### src/sv/crc_sqrt.sv
`timescale 1ns / 1ps
// ----------------------------------------------------------------------------
// crc_sqrt
// Pipelined integer square root, one root bit per stage, rounded down.
// ----------------------------------------------------------------------------
module crc_sqrt #(
    parameter int MB = 64,
    parameter int SB = 32,
    parameter int XB = 8
) (
    input  logic          clk,
    input  logic          rst_n,
    input  logic          in_valid,
    input  logic [MB-1:0] in_val,
    input  logic [XB-1:0] in_side,
    output logic          out_valid,
    output logic [SB-1:0] out_root,
    output logic [XB-1:0] out_side
);

    localparam int TW = MB + 2;

    logic          vld_reg  [0:SB-1];
    logic [MB-1:0] rem_reg  [0:SB-1];
    logic [SB-1:0] root_reg [0:SB-1];
    logic [XB-1:0] side_reg [0:SB-1];

    for (genvar k = 0; k < SB; k++) begin : g_stage
        localparam int I = SB - 1 - k;
        logic          cur_vld;
        logic [MB-1:0] cur_rem;
        logic [SB-1:0] cur_root;
        logic [XB-1:0] cur_side;
        logic [TW-1:0] trial;
        logic          take;

        if (k == 0) begin : g_first
            assign cur_vld  = in_valid;
            assign cur_rem  = in_val;
            assign cur_root = '0;
            assign cur_side = in_side;
        end
        else begin : g_next
            assign cur_vld  = vld_reg[k-1];
            assign cur_rem  = rem_reg[k-1];
            assign cur_root = root_reg[k-1];
            assign cur_side = side_reg[k-1];
        end

        assign trial = (TW'(cur_root) << (I + 1)) | (TW'(1) << (2 * I));
        assign take  = TW'(cur_rem) >= trial;

        always_ff @(posedge clk or negedge rst_n)
        begin
            if (!rst_n)
            begin
                vld_reg[k] <= 1'b0;
            end
            else
            begin
                vld_reg[k] <= cur_vld;
            end
        end

        always_ff @(posedge clk)
        begin
            side_reg[k] <= cur_side;
            if (take)
            begin
                rem_reg[k]  <= MB'(TW'(cur_rem) - trial);
                root_reg[k] <= cur_root | (SB'(1) << I);
            end
            else
            begin
                rem_reg[k]  <= cur_rem;
                root_reg[k] <= cur_root;
            end
        end
    end

    assign out_valid = vld_reg[SB-1];
    assign out_root  = root_reg[SB-1];
    assign out_side  = side_reg[SB-1];

endmodule

### config.mk
export PLATFORM = sky130hd
export DESIGN_NAME = crc_sqrt
export DESIGN_NICKNAME = d
export VERILOG_FILES = /design/src/sv/crc_sqrt.sv
export SDC_FILE = /design/constraint.sdc
export NUM_CORES = 2
export LEC_CHECK = 0
export BUFFER_PORTS_ARGS = -buffer_cell sky130_fd_sc_hd__buf_2
export CAP_MARGIN = 20
export CORE_MARGIN = 8
export CORE_UTILIZATION = 30
export CTS_CLUSTER_DIAMETER = 40
export CTS_CLUSTER_SIZE = 24
export DETAILED_ROUTE_END_ITERATION = 16
export PLACE_DENSITY = 0.44
export SLEW_MARGIN = 20
export SYNTH_ARGS = -nofsm -noshare
export SYNTH_HDL_FRONTEND = slang
export SYNTH_SLANG_ARGS = --single-unit
export TNS_END_PERCENT = 20
### constraint.sdc
create_clock -name clk -period 10.3 [get_ports clk]
set_clock_uncertainty 0.1 [all_clocks]
set_input_delay 0.515 -clock clk [delete_from_list [all_inputs] [get_ports clk]]
set_output_delay 0.515 -clock clk [all_outputs]
set_load 0.05 [all_outputs]
# Word level (Yosys, flattened, before mapping)
# Memories as Yosys holds them, arrays and structs flattened.
# Index checks and enable logic that the tools add are counted.
# Widths: inputs -> output; s select.
[totals]
register_bits = 32
mem_bits_rw = 3328
elab_cells = 323
n_memories = 3
[memory_table]
columns = ["name", "depth", "width", "rd", "rd_ports_with_merged_regs", "wr", "line_no", "source"]
rows = [
  ["rem_reg", 32, 64, 31, 0, 32, "24", "logic [MB-1:0] rem_reg [0:SB-1];"],
  ["root_reg", 32, 32, 32, 0, 32, "25", "logic [SB-1:0] root_reg [0:SB-1];"],
  ["side_reg", 32, 8, 32, 0, 32, "26", "logic [XB-1:0] side_reg [0:SB-1];"],
]
[classes]
n_addsub = 32
order_cmp = 32
muxes = 160
bitwise_logic = 64
[op_table]
columns = ["op", "count"]
rows = [
  ["$mux 64", 32],
  ["$mux 32", 32],
  ["$mux 1", 96],
  ["$ge 64x33->1", 1],
  ["$ge 64x34->1", 1],
  ["$ge 64x35->1", 1],
  ["$ge 64x36->1", 1],
  ["$ge 64x37->1", 1],
  ["$ge 64x38->1", 1],
  ["$ge 64x39->1", 1],
  ["$ge 64x40->1", 1],
  ["$ge 64x41->1", 1],
  ["$ge 64x42->1", 1],
  ["$ge 64x43->1", 1],
  ["$ge 64x44->1", 1],
  ["$ge 64x45->1", 1],
  ["$ge 64x46->1", 1],
  ["$ge 64x47->1", 1],
  ["$ge 64x48->1", 1],
  ["$ge 64x49->1", 1],
  ["$ge 64x50->1", 1],
  ["$ge 64x51->1", 1],
  ["$ge 64x52->1", 1],
  ["$ge 64x53->1", 1],
  ["44 further kinds", 107],
]

# Longest topological paths before layout
# An unclocked memory read counts as a cell.
[logic_depth]
word_depth = 5
depth_mapped = 14
mapped_depth_nobuf = 12

# Least setup slack after synthesis
# OpenSTA, ideal clock, no wires.
[synth_path]
path_kind = "register to register"
from = "memory root_reg[28][11]"
to = "memory rem_reg[29][51] (netlist: rem_reg[7][115])"
t_arrival_ns = 3.243
required_ns = 10.082
setup_slack_ns = 6.838
stages_incl_launch_ff = 13
n_path_buf = 1
cell_sequence = "dfxtp_1 > inv_1 > ha_1 > and4_1 > and2_1 > a32o_1 > a2111o_1 > a31oi_1 > o21ai_0 > a311o_1 > buf_2 > or3_1 > xnor2_1"
[synth_lines]
columns = ["element", "line_no"]
rows = [
  ["from (decl)", "25"],
  ["to (decl)", "24"],
]

==> summary.txt <==
Run status
  • Status: finished clean

Synthesis
  • Yosys cell types: 98
  • Net count after synthesis: 10537
  • Asr flop ratio synth: 1.14%
  • EDFF count, synth: 0
  • Seq/Total Area, Yosys: 55.4%
  • Syn. warnings: 0
  • Syn Area/Cell: 10.2 um2
  • Synthesized cell area: 0.101 mm2
  • Number of synthesized register bits: 2800
  • Primary FF master, synth: dfxtp_1
  • Synth Instances: 9904

Pwr
  • Sequential Power Share: 40.7%
  • Power Internal: 25.3 mW
  • Net load switching power: 12.1 mW
  • Leakage power: 54.9 nW
  • Sw Ratio: 32.4%
  • VDD IR-drop max: 0.163 mV
  • Power density cells: 305 mW/mm2
  • Logic pwr share: 20.1%
  • Clock group share of total power: 39.2%

Setup path
  • CP startpoint kind: flip-flop
  • Max incr delay on CP: 0.63 ns
  • Arrival @ worst endpoint: 5.38 ns
  • Ordered cell list for the critical path: or4_1 > or3_1 > or4_1 > nor4_1 > nand3_1 > a41oi_4 > buf_4 > inv_2 > o21ai_1 > nor3_1 > xor2_1
  • Worst path slowest cell: nor4_1
  • Buf+Inv Stages, Crit Path: 2
  • Cell family with most CP delay: simple AND/OR/NAND/NOR gates
  • Critical path endpoint category: flip-flop
  • Peak fanout along the critical path: 60
  • Critical path depth: 11
  • CP most frequent cell: or4_1
  • Critical path class: reg2reg
  • Required @ worst endpoint: 11.01 ns
  • Worst r2r path cells: 11

Timing
  • Unrepaired setup endpoints after global routing: false
  • Post-layout min period: 4.66 ns
  • Endpoints failing setup: 0
  • Max-slew headroom: 19.7%
  • Fmax: 0.214 GHz
  • Final Hold Fails: 0
  • Tightest Pin Transition: 1.19 ns
  • Final period util: 45.3%
  • Setup ws final: 5.64 ns
  • Setup TNS: 0 ns
  • Final Max Slew Viols: 0

Detailed routing
  • Drt pass-1 iters: 6
  • Post-DRT Antenna Nets: 0
  • Vias: 71266
  • Routed length per instance: 18.3 um
  • Vias/cell: 4.68
  • # DRC: 0
  • DR iter-0 viols: 4244
  • WL final: 279000 um

Clock network
  • H-tree levels: 5
  • Hold_buf cts: 77
  • Number of clock sinks: 2800
  • Resized Gates After CTS: 0
  • Root Buffer: clkbuf_16
  • CTS buffer count: 419
  • Clock Latency Late Sink: 0.94 ns
  • Setup bufs post-CTS: 0
  • TritonCTS clock tree: done
  • Clock transition at path regs: 0.05 ns
  • Max clock buf depth: 4

Cells and area
  • Max FFs per register: 1984
  • Share of cells above drive strength 1: 10.2%
  • Commonest non-fill, non-tap cell in the layout: dfxtp_1
  • Synthesis-to-layout area growth: 21.3%
  • Most frequent cells in the layout: 2768 x dfxtp_1, 688 x inv_1, 649 x nor2_1, 614 x a21oi_1, 577 x nand2_1
  • # nets final: 10971
  • Post-route insts no fill: 15231

Floorplanning
  • IO Pins: 116
  • Die W: 597 um
  • Die Y: 597 um
  • Die ar.: 0.357 mm2
  • # rows: 213
  • Core Box Area: 0.337 mm2
  • Starting Density: 30.1%

GRT
  • First-pass GRT wire length: 426000 um
  • Total congestion overflow: 0
  • GRT Overall Usage: 15.0%
  • Vias in the first global route: 71592
  • Largest net degree at the start of global routing: 61
  • Initial antenna violation count: 12

Placement
  • IO buf count: 115
  • Inst Count DP: 14354
  • DP Wirelength: 218000 um
  • Pre-CTS setup slack: 5.62 ns
  • Placer Congestion: 0.848

Worst hold path
  • Hold WC Path Type: in2async

Flow run
  • Max-cap check violation count: 0
## power by group through the flow
stage          clock [mW]  sequential (mW)  combinational, mW
2_1_floorplan           0             14.4               5.72
3_3_place_gp            0             15.5               7.46
3_5_place_dp            0             15.5               7.47
4_1_cts              15.1             15.3               7.56
5_1_grt              15.6             15.5               8.42
6_report             14.7             15.2               7.52
## synth_stat cells, types with 84 or more instances
| cell | count | share of area, % |
|---|---|---|
| dfxtp_1 | 2768 | 55 |
| xor2_1 | 416 | 3.6 |
| or3_1 | 118 | 0.73 |
| o21a_1 | 88 | 0.65 |
| a21oi_1 | 615 | 3.0 |
| nor3_1 | 257 | 1.3 |
| nand2b_1 | 124 | 0.76 |
| a21o_1 | 214 | 1.6 |
| nor4_1 | 351 | 2.2 |
| inv_1 | 688 | 2.5 |
| nor2_1 | 649 | 2.4 |
| clkbuf_1 | 185 | 0.68 |
| nand4_1 | 168 | 1.0 |
| nand3_1 | 153 | 0.75 |
| ha_1 | 558 | 6.9 |
| xnor2_1 | 456 | 3.9 |
| mux2_2 | 84 | 0.93 |
| o21ai_0 | 434 | 2.1 |
| nand2_1 | 577 | 2.1 |
## worst paths after layout
| check | to | slack [ns] | start |
|---|---|---|---|
| max | rem_reg[7][108]$_DFF_P_ | 5.64 | rem_reg[7][56]$_DFF_P_ |
| min | g_stage[14].cur_vld$_DFF_PN0_ | 0.11 | rst_n |
| max reg2reg | rem_reg[7][108]$_DFF_P_ | 5.64 | rem_reg[7][56]$_DFF_P_ |
| min reg2reg | side_reg[0][28]$_DFF_P_ | 0.19 | side_reg[0][20]$_DFF_P_ |
| max in group asynchronous | g_stage[15].cur_vld$_DFF_PN0_ | 9.51 | rst_n |
| min in group clk | side_reg[0][1]$_DFF_P_ | 0.11 | in_side[1] |
## cells by family (layout without fill, tap and decap cells)
family,Yosys count,count (layout),synth area share [%]
other cells,0,10,0
flops,2800,2800,55.4
simple gates,2830,2830,14.4
compound gates,1838,1838,11.3
fa+ha+maj,558,558,6.88
xor+xnor,872,872,7.53
mux,98,98,1.07
buf+inv,908,1710,3.39
## routing by layer
layer / GRT usage, % / vias to the layer above / routed length, um
met5: 0 / - / 13
met1: 19.5 / 33647 / 126000
met2: 25.9 / 1553 / 133000
li1: - / 35558 / -
met3: 2.17 / 506 / 12100
met4: 4.38 / 2 / 7850
## per-stage QoR
step                total power [mW]  utilization (%)  hold slack, ns  cell area [um2]
global route                    39.5             36.5          0.0343           123000
detailed placement              23.0             31.8           0.212           107000
global placement                23.0             31.8           0.210           107000
floorplan                       20.2                -           0.119           101000
CTS                             38.0             36.5        0.000166           123000
finish                          37.5             36.5           0.106           123000
## cell type report
class	count	area, um2
Fill cell	33331	214000
Clock inverter	330	4130
Inverter	692	2600
Clock buffer	459	10900
Sequential cell	2800	56200
Tap cell	4515	5650
Antenna cell	10	25.0
Multi-Input combinational cell	6196	41900
Timing Repair Buffer	229	1620
Power figures use the tool's default switching activity.
